==> config.mk <==
export PLATFORM = sky130hd
export DESIGN_NAME = timed_bitmap_column_scroller
export DESIGN_NICKNAME = d
export VERILOG_FILES = /design/src/hdl/tbcs_pkg.sv /design/src/hdl/timed_bitmap_column_scroller.sv
export VERILOG_INCLUDE_DIRS = /design/src /design/src/hdl
export SDC_FILE = /design/constraint.sdc
export NUM_CORES = 2
export LEC_CHECK = 0
export BUFFER_PORTS_ARGS = -buffer_cell sky130_fd_sc_hd__clkbuf_2
export CAP_MARGIN = 30
export CORE_ASPECT_RATIO = 1.4
export CORE_MARGIN = 1
export CORE_UTILIZATION = 40
export CTS_BUF_LIST = sky130_fd_sc_hd__clkbuf_4
export DETAILED_ROUTE_END_ITERATION = 6
export GPL_TIMING_DRIVEN = 0
export PLACE_DENSITY = 0.54
export RECOVER_POWER = 50
export SKIP_CTS_REPAIR_TIMING = 1
export SYNTH_ARGS = -nofsm -noshare
export SYNTH_HDL_FRONTEND = slang
export SYNTH_SLANG_ARGS = --single-unit
==> constraint.sdc <==
create_clock -name clk -period 9.8 [get_ports clk]
set_clock_uncertainty 0.1 [all_clocks]
set_input_delay 0.49 -clock clk [delete_from_list [all_inputs] [get_ports clk]]
set_output_delay 0.49 -clock clk [all_outputs]
set_load 0.05 [all_outputs]
==> src/hdl/assert_macros.svh <==
// Assertion macros shared by the RTL of the column scroller.
// Each macro expects clk and rst_n in scope where it is used.
`ifndef ASSERT_MACROS_SVH
`define ASSERT_MACROS_SVH

// Same-cycle implication, idle during reset.
`define ASSERT_IMPL(label, ante, cons, msg) \
    label: assert property (@(posedge clk) disable iff (!rst_n) (ante) |-> (cons)) \
        else $error(msg);

// Next-cycle implication, idle during reset.
`define ASSERT_NEXT(label, ante, cons, msg) \
    label: assert property (@(posedge clk) disable iff (!rst_n) (ante) |=> (cons)) \
        else $error(msg);

`endif

==> src/hdl/tbcs_pkg.sv <==
// Package for the timed bitmap column scroller: sizes, opcodes, register
// indexes and the item and result beat types. No dependencies.
`timescale 1ns / 1ps
`default_nettype none

package tbcs_pkg;

    localparam int MAX_COLUMNS = 64;
    localparam int MAX_ROWS    = 32;
    localparam int MEM_AW      = (MAX_COLUMNS > 1) ? $clog2(MAX_COLUMNS) : 1;

    localparam int PHASE_W = 20;
    localparam int POS_W   = 17;
    localparam int TIME_W  = 16;
    localparam int DATA_W  = 32;

    localparam logic [PHASE_W-1:0] PHASE_MAX = {PHASE_W{1'b1}};

    // opcodes
    localparam logic [1:0] OP_TICK  = 2'd0;
    localparam logic [1:0] OP_LOAD  = 2'd1;
    localparam logic [1:0] OP_START = 2'd2;
    localparam logic [1:0] OP_PAUSE = 2'd3;

    // register indexes
    localparam logic [1:0] CFG_COLUMNS_USED = 2'd0;
    localparam logic [1:0] CFG_ROWS_USED    = 2'd1;
    localparam logic [1:0] CFG_WAIT_FRAMES  = 2'd2;
    localparam logic [1:0] CFG_FRAME_PERIOD = 2'd3;

    typedef struct packed {
        logic [1:0]        opcode;
        logic [TIME_W-1:0] delta;
        logic [5:0]        column_index;
        logic [DATA_W-1:0] column_bits;
        logic [TIME_W-1:0] start_delay;
    } item_t;

    typedef struct packed {
        logic              frame_valid;
        logic [DATA_W-1:0] column_out;
        logic              running;
        logic              stopped_now;
    } result_t;

endpackage

`default_nettype wire

==> src/hdl/timed_bitmap_column_scroller.sv <==
// Top level of the timed bitmap column scroller: control, bitmap memory
// and result register. Depends on tbcs_pkg and assert_macros.svh.
`timescale 1ns / 1ps
`default_nettype none

// Every accepted item gives exactly one result beat, registered at the accept
// edge; an item can be accepted in every cycle while item_stall is low. Timing
// state (delay, phase accumulator, column position) is updated at the accept
// edge; in the same edge the bitmap memory (MAX_COLUMNS x 32, one write and one
// registered read port) is read at the current position into the result
// register, so the result side only masks the read word. item_stall rises
// only while a result beat waits and result_stall is high. Configuration
// writes are taken in any cycle (cfg_ready is always high) and are meant to
// happen while the block is idle. Bitmap columns read before being loaded
// give undefined row bits.

`include "assert_macros.svh"

module timed_bitmap_column_scroller
    import tbcs_pkg::*;
(
    input  wire logic        clk,
    input  wire logic        rst_n,
    input  wire logic        item_valid,
    output logic             item_stall,
    input  wire item_t       item,
    output logic             result_valid,
    input  wire logic        result_stall,
    output result_t          result,
    input  wire logic        cfg_valid,
    output logic             cfg_ready,
    input  wire logic [1:0]  cfg_index,
    input  wire logic [15:0] cfg_data
);

    logic [6:0]         columns_used_reg;
    logic [5:0]         rows_used_reg;
    logic [TIME_W-1:0]  wait_frames_reg;
    logic [TIME_W-1:0]  frame_period_reg;

    logic               enabled_reg, enabled_next;
    logic [TIME_W-1:0]  delay_left_reg, delay_left_next;
    logic [PHASE_W-1:0] phase_reg, phase_next;
    logic [POS_W-1:0]   pos_reg, pos_next;

    logic               result_valid_reg;
    logic               frame_reg, frame_next;
    logic               stopped_reg, stopped_next;
    logic [DATA_W-1:0]  mask_reg, mask_next;
    logic [DATA_W-1:0]  rd_data_reg;

    logic [DATA_W-1:0]  bitmap_mem [MAX_COLUMNS];

    logic               accept;
    logic               is_tick;
    logic [PHASE_W:0]   phase_sum;
    logic [PHASE_W-1:0] phase_sat;
    logic [PHASE_W-1:0] phase_left;
    logic               frame_due;
    logic [POS_W-1:0]   pos_inc;
    logic [POS_W-1:0]   total_frames;
    logic               col_in_range;
    logic [6:0]         rows_eff;
    logic [DATA_W-1:0]  row_mask;

    assign cfg_ready  = 1'b1;
    assign item_stall = result_valid_reg && result_stall;
    assign accept     = item_valid && !item_stall;
    assign is_tick    = (item.opcode == OP_TICK);

    // configuration registers
    always_ff @(posedge clk or negedge rst_n)
    begin
        if (!rst_n)
        begin
            columns_used_reg <= 7'd1;
            rows_used_reg    <= 6'd1;
            wait_frames_reg  <= '0;
            frame_period_reg <= TIME_W'(1);
        end
        else if (cfg_valid && cfg_ready)
        begin
            case (cfg_index)
                CFG_COLUMNS_USED: columns_used_reg <= cfg_data[6:0];
                CFG_ROWS_USED:    rows_used_reg    <= cfg_data[5:0];
                CFG_WAIT_FRAMES:  wait_frames_reg  <= cfg_data;
                CFG_FRAME_PERIOD: frame_period_reg <= cfg_data;
                default:          ;
            endcase
        end
    end

    // row mask: low min(rows_used, MAX_ROWS, 32) bits
    always_comb
    begin
        rows_eff = {1'b0, rows_used_reg};
        if (32'(rows_eff) > MAX_ROWS)
            rows_eff = 7'(MAX_ROWS);
        if (rows_eff >= 7'(DATA_W))
            row_mask = '1;
        else
            row_mask = (DATA_W'(1) << rows_eff[4:0]) - DATA_W'(1);
    end

    // tick arithmetic
    assign phase_sum    = {1'b0, phase_reg} + (PHASE_W + 1)'(item.delta);
    assign phase_sat    = phase_sum[PHASE_W] ? PHASE_MAX : phase_sum[PHASE_W-1:0];
    assign frame_due    = (phase_sat >= PHASE_W'(frame_period_reg));
    assign phase_left   = phase_sat - PHASE_W'(frame_period_reg);
    assign pos_inc      = pos_reg + POS_W'(1);
    assign total_frames = POS_W'(columns_used_reg) + POS_W'(wait_frames_reg);
    assign col_in_range = (pos_reg < POS_W'(columns_used_reg))
                       && (32'(pos_reg) < MAX_COLUMNS);

    always_comb
    begin
        enabled_next    = enabled_reg;
        delay_left_next = delay_left_reg;
        phase_next      = phase_reg;
        pos_next        = pos_reg;
        frame_next      = 1'b0;
        stopped_next    = 1'b0;
        mask_next       = '0;
        case (item.opcode)
            OP_START:
            begin
                enabled_next    = 1'b1;
                delay_left_next = item.start_delay;
            end
            OP_PAUSE:
            begin
                enabled_next = 1'b0;
            end
            OP_TICK:
            begin
                if (enabled_reg)
                begin
                    if (delay_left_reg != '0)
                    begin
                        // count the delay down, drop leftover time
                        if (item.delta >= delay_left_reg)
                            delay_left_next = '0;
                        else
                            delay_left_next = delay_left_reg - item.delta;
                    end
                    else if (!frame_due)
                    begin
                        phase_next = phase_sat;
                    end
                    else
                    begin
                        frame_next = 1'b1;
                        mask_next  = col_in_range ? row_mask : '0;
                        if (total_frames <= pos_inc)
                        begin
                            enabled_next = 1'b0;
                            pos_next     = '0;
                            phase_next   = '0;
                            stopped_next = 1'b1;
                        end
                        else
                        begin
                            pos_next   = pos_inc;
                            phase_next = phase_left;
                        end
                    end
                end
            end
            default: ;
        endcase
    end

    always_ff @(posedge clk or negedge rst_n)
    begin
        if (!rst_n)
        begin
            enabled_reg      <= 1'b0;
            delay_left_reg   <= '0;
            phase_reg        <= '0;
            pos_reg          <= '0;
            result_valid_reg <= 1'b0;
            frame_reg        <= 1'b0;
            stopped_reg      <= 1'b0;
            mask_reg         <= '0;
        end
        else
        begin
            if (accept)
            begin
                enabled_reg    <= enabled_next;
                delay_left_reg <= delay_left_next;
                phase_reg      <= phase_next;
                pos_reg        <= pos_next;
                frame_reg      <= frame_next;
                stopped_reg    <= stopped_next;
                mask_reg       <= mask_next;
            end
            // hold the beat while stalled, load a new one on accept
            if (accept)
                result_valid_reg <= 1'b1;
            else if (!result_stall)
                result_valid_reg <= 1'b0;
        end
    end

    // bitmap memory: one write port, one registered read port
    always_ff @(posedge clk)
    begin
        if (accept && item.opcode == OP_LOAD && 32'(item.column_index) < MAX_COLUMNS)
            bitmap_mem[MEM_AW'(item.column_index)] <= item.column_bits;
    end

    always_ff @(posedge clk)
    begin
        if (accept)
            rd_data_reg <= bitmap_mem[MEM_AW'(pos_reg)];
    end

    assign result_valid       = result_valid_reg;
    assign result.frame_valid = frame_reg;
    assign result.column_out  = rd_data_reg & mask_reg;
    assign result.running     = enabled_reg;
    assign result.stopped_now = stopped_reg;

    `ASSERT_IMPL(a_stop_clears_run, result_valid_reg && stopped_reg,
        frame_reg && !enabled_reg, "stop beat must carry a frame and clear running")
    `ASSERT_IMPL(a_blank_without_frame, !frame_reg,
        mask_reg == '0, "row bits shown without a frame")
    `ASSERT_NEXT(a_delay_blocks_frame,
        accept && is_tick && delay_left_reg != '0,
        !frame_reg, "frame emitted while the start delay was pending")
    `ASSERT_NEXT(a_stop_rewinds, accept && stopped_next,
        pos_reg == '0 && phase_reg == '0, "position not rewound after stop")

endmodule

`default_nettype wire

==> reports/metrics.yaml <==
cts.clk_slew.worst_paths_ns: 0.07
maxCapViolations: 37
yosys_warnings: 0
track_usage: 0.235
final_cells: 8331
ys.flop_type: "edfxtp_1"
area_growth_pct: 16.0
syn-num-nets: 4376
crit_chain: "clkbuf_1, clkbuf_2, buf_2, nand2_1, nor2_1, nand2_1, nor2_1, and3_1, xnor2_1, ha_1, a21o_1, a21oi_1, o21ai_0, a2111oi_0, nor2_1, clkbuf_1, nor4_1, o21ai_0, dlygate4sd3_1"
first_iter_violations: 4222
async_flop_share: 0.0605
tns_ns: 0
dp.cells: 7323
grt_max_degree: 73
drt_pre_antenna_iters: 6
required_ns: 10.78
violations: "hold timing, capacitance limit, slew limit"
synth_top_family_by_area: "multiplexers"
yosys.area_share.simple: 0.0266
synth_xor_area_frac: 0.00718
hold_class: "input port to flop"
arrival_ns: 7.55
wire_per_inst_um: 31.7
ys_top_cells_by_area: "edfxtp_1 (70%), mux4_2 (17%), dfrtp_1 (3.7%), ha_1 (1.1%), nor2_1 (0.61%)"
grt_setup_unrepaired: "no"
finalWirelength_um: 264000
hold_slack_ns: -0.0352
cts-root-buf: "clkbuf_4"
antenna_found_initial: 44
p_per_area_nw_per_um2: 186
synthCells: 4197
finalSetupViolations: 0
fp.dieW_um: 401
antenna_left: 0
cpMaxStageDelayCell: "a2111oi_0"
synthMuxAreaShare: 0.176
clk_latency_ns: 1.24
dieArea_um2: 224000
p_leak_nw: 33.0
dr_total_vias: 46674
finalHoldViolations: 1
synth_compound_area_frac: 0.0239
ys_ff_latch: 2214
numClockSinks: 2214
synth_commonest_cells: "edfxtp_1 (2080), mux4_2 (672), nor2_1 (145)"
layout_worst_path_cycle_share: 0.671
drt-vias-per-instance: 5.60
start_kind: "flop"
worstMarginPinSlew_ns: 4.35
coreArea_um2: 221000
rows: 204
cts_buffers: 540
clk_path_buf_depth: 4
start_util: 0.403
h-tree-depth: 6
layout-drive-gt1-share: 0.351
synth_top_cell_by_area: "edfxtp_1"
synth_seq_area_share: 0.740
max_freq_ghz: 0.152
critical_path_class: "flop to flop"
cts_tree: "yes"
synthAdderAreaFrac: 0.0122
netlist-cell-type-count: 79
yosysMostFrequentCell: "edfxtp_1"
synth_area_um2: 88900
die_h_um: 560
yosysTopAreaCellShare: 0.702
gp_congestion: 0.892
worstPathMaxFanout: 10
critPathBufInv: 5
synth_area_per_cell_um2: 21.2
synth-edff-count: 2080
status: "finished, violations left"
worst_path_largest_cell_delay_ns: 0.64
hpwlAfterDp_um: 184000
path_delay_family: "buffers and inverters"
grt_pass1_wl_um: 367000
period_minus_slack_ns: 6.57
portBuffers: 128
slew_violations: 1934
ir_drop_uv: 98.8
grt_pass1_vias: 49319
cp_common_cell: "nor2_1"
maxSlewHeadroom: -1.90
ios: 133
layout.nets: 5249
largest_reg_flops: 2048
drc: 0
worst_setup_path_end_kind: "flop"
gr-total-overflow: 0
logic make-up after synthesis:
group                      Yosys count
AOI/OAI and AO/OA                  319
xor gates and xnor gates            72
adders and majority gates           84
buffers and inverters              292
DFF                               2214
muxes                              718
other                                1
and+or+nand+nor                    497
cell type report:
type | instances | area, um2
Inverter | 71 | 267
Tap cell | 2884 | 3610
Antenna cell | 32 | 80.1
Clock buffer | 763 | 5730
Buffer | 221 | 987
Fill cell | 18595 | 118000
Multi-Input combinational cell | 1691 | 22400
Sequential cell | 2214 | 65800
Clock inverter | 124 | 754
Timing Repair Buffer | 331 | 3570
path summary, 6_finish.rpt:
check,from,endpoint,slack (ns),cells after the start
setup / recovery,pos_reg[0]$_DFFE_PN0P_,enabled_reg$_DFFE_PN0P_,3.23,19
hold / removal,item[60],phase_reg[6]$_DFFE_PN0P_,-0.04,6
setup reg to reg,pos_reg[0]$_DFFE_PN0P_,enabled_reg$_DFFE_PN0P_,3.23,19
hold reg to reg,frame_reg$_DFFE_PN0P_,frame_reg$_DFFE_PN0P_,0.38,2
max in group asynchronous,rst_n,delay_left_reg[0]$_DFFE_PN0P_,4.90,4
min in group asynchronous,rst_n,columns_used_reg[0]$_DFFE_PN1P_,0.50,3
stage by stage:
stage / setup WS, ns / utilization / cell area (um2) / power, mW
after CTS: 3.75 / 0.465 / 103000 / 19.4
after detailed placement: 3.81 / 0.435 / 96100 / 11.9
after floorplan: 5.00 / - / 88900 / 11.4
final: 3.23 / 0.467 / 103000 / 19.2
after global routing: 2.86 / 0.467 / 103000 / 19.9
after global placement: 2.36 / 0.422 / 93200 / 11.9
power breakdown:
group          internal, mW  switching, mW
logic                 0.466          0.829
registers              10.4         0.0569
clock network          3.83           3.60
per-layer routing:
metal,GRT usage,part of all wire,up-vias
li1,-,-,19604
met1,0.261,0.35,24738
met2,0.423,0.53,1771
met3,0.0443,0.059,535
met4,0.125,0.054,26
met5,0,0.00062,-
layout by cell type, fill, tap and decap left out, drive strengths merged, types with 43 or more instances in the layout:
master,synthesis,final
edfxtp,2080,2080
clkbuf,121,1030
mux4,672,672
buf,100,197
nor2,145,145
nand2,132,132
dfrtp,131,131
o21ai,102,102
clkinv,0,97
dlygate4sd3,0,88
inv,71,85
ha,80,80
a21oi,69,69
nand3,52,52
xnor2,46,46
mux2,43,43
worst register-to-register path, delay by kind of cell (launching register included):
kind / cells / cell delay (ns)
compound gates: 5 / 1.28
xor+xnor: 1 / 0.14
fa+ha+maj: 1 / 0.27
buf+inv: 5 / 2.36
flops: 1 / 0.35
simple gates: 7 / 1.92
Power figures use the tool's default switching activity.
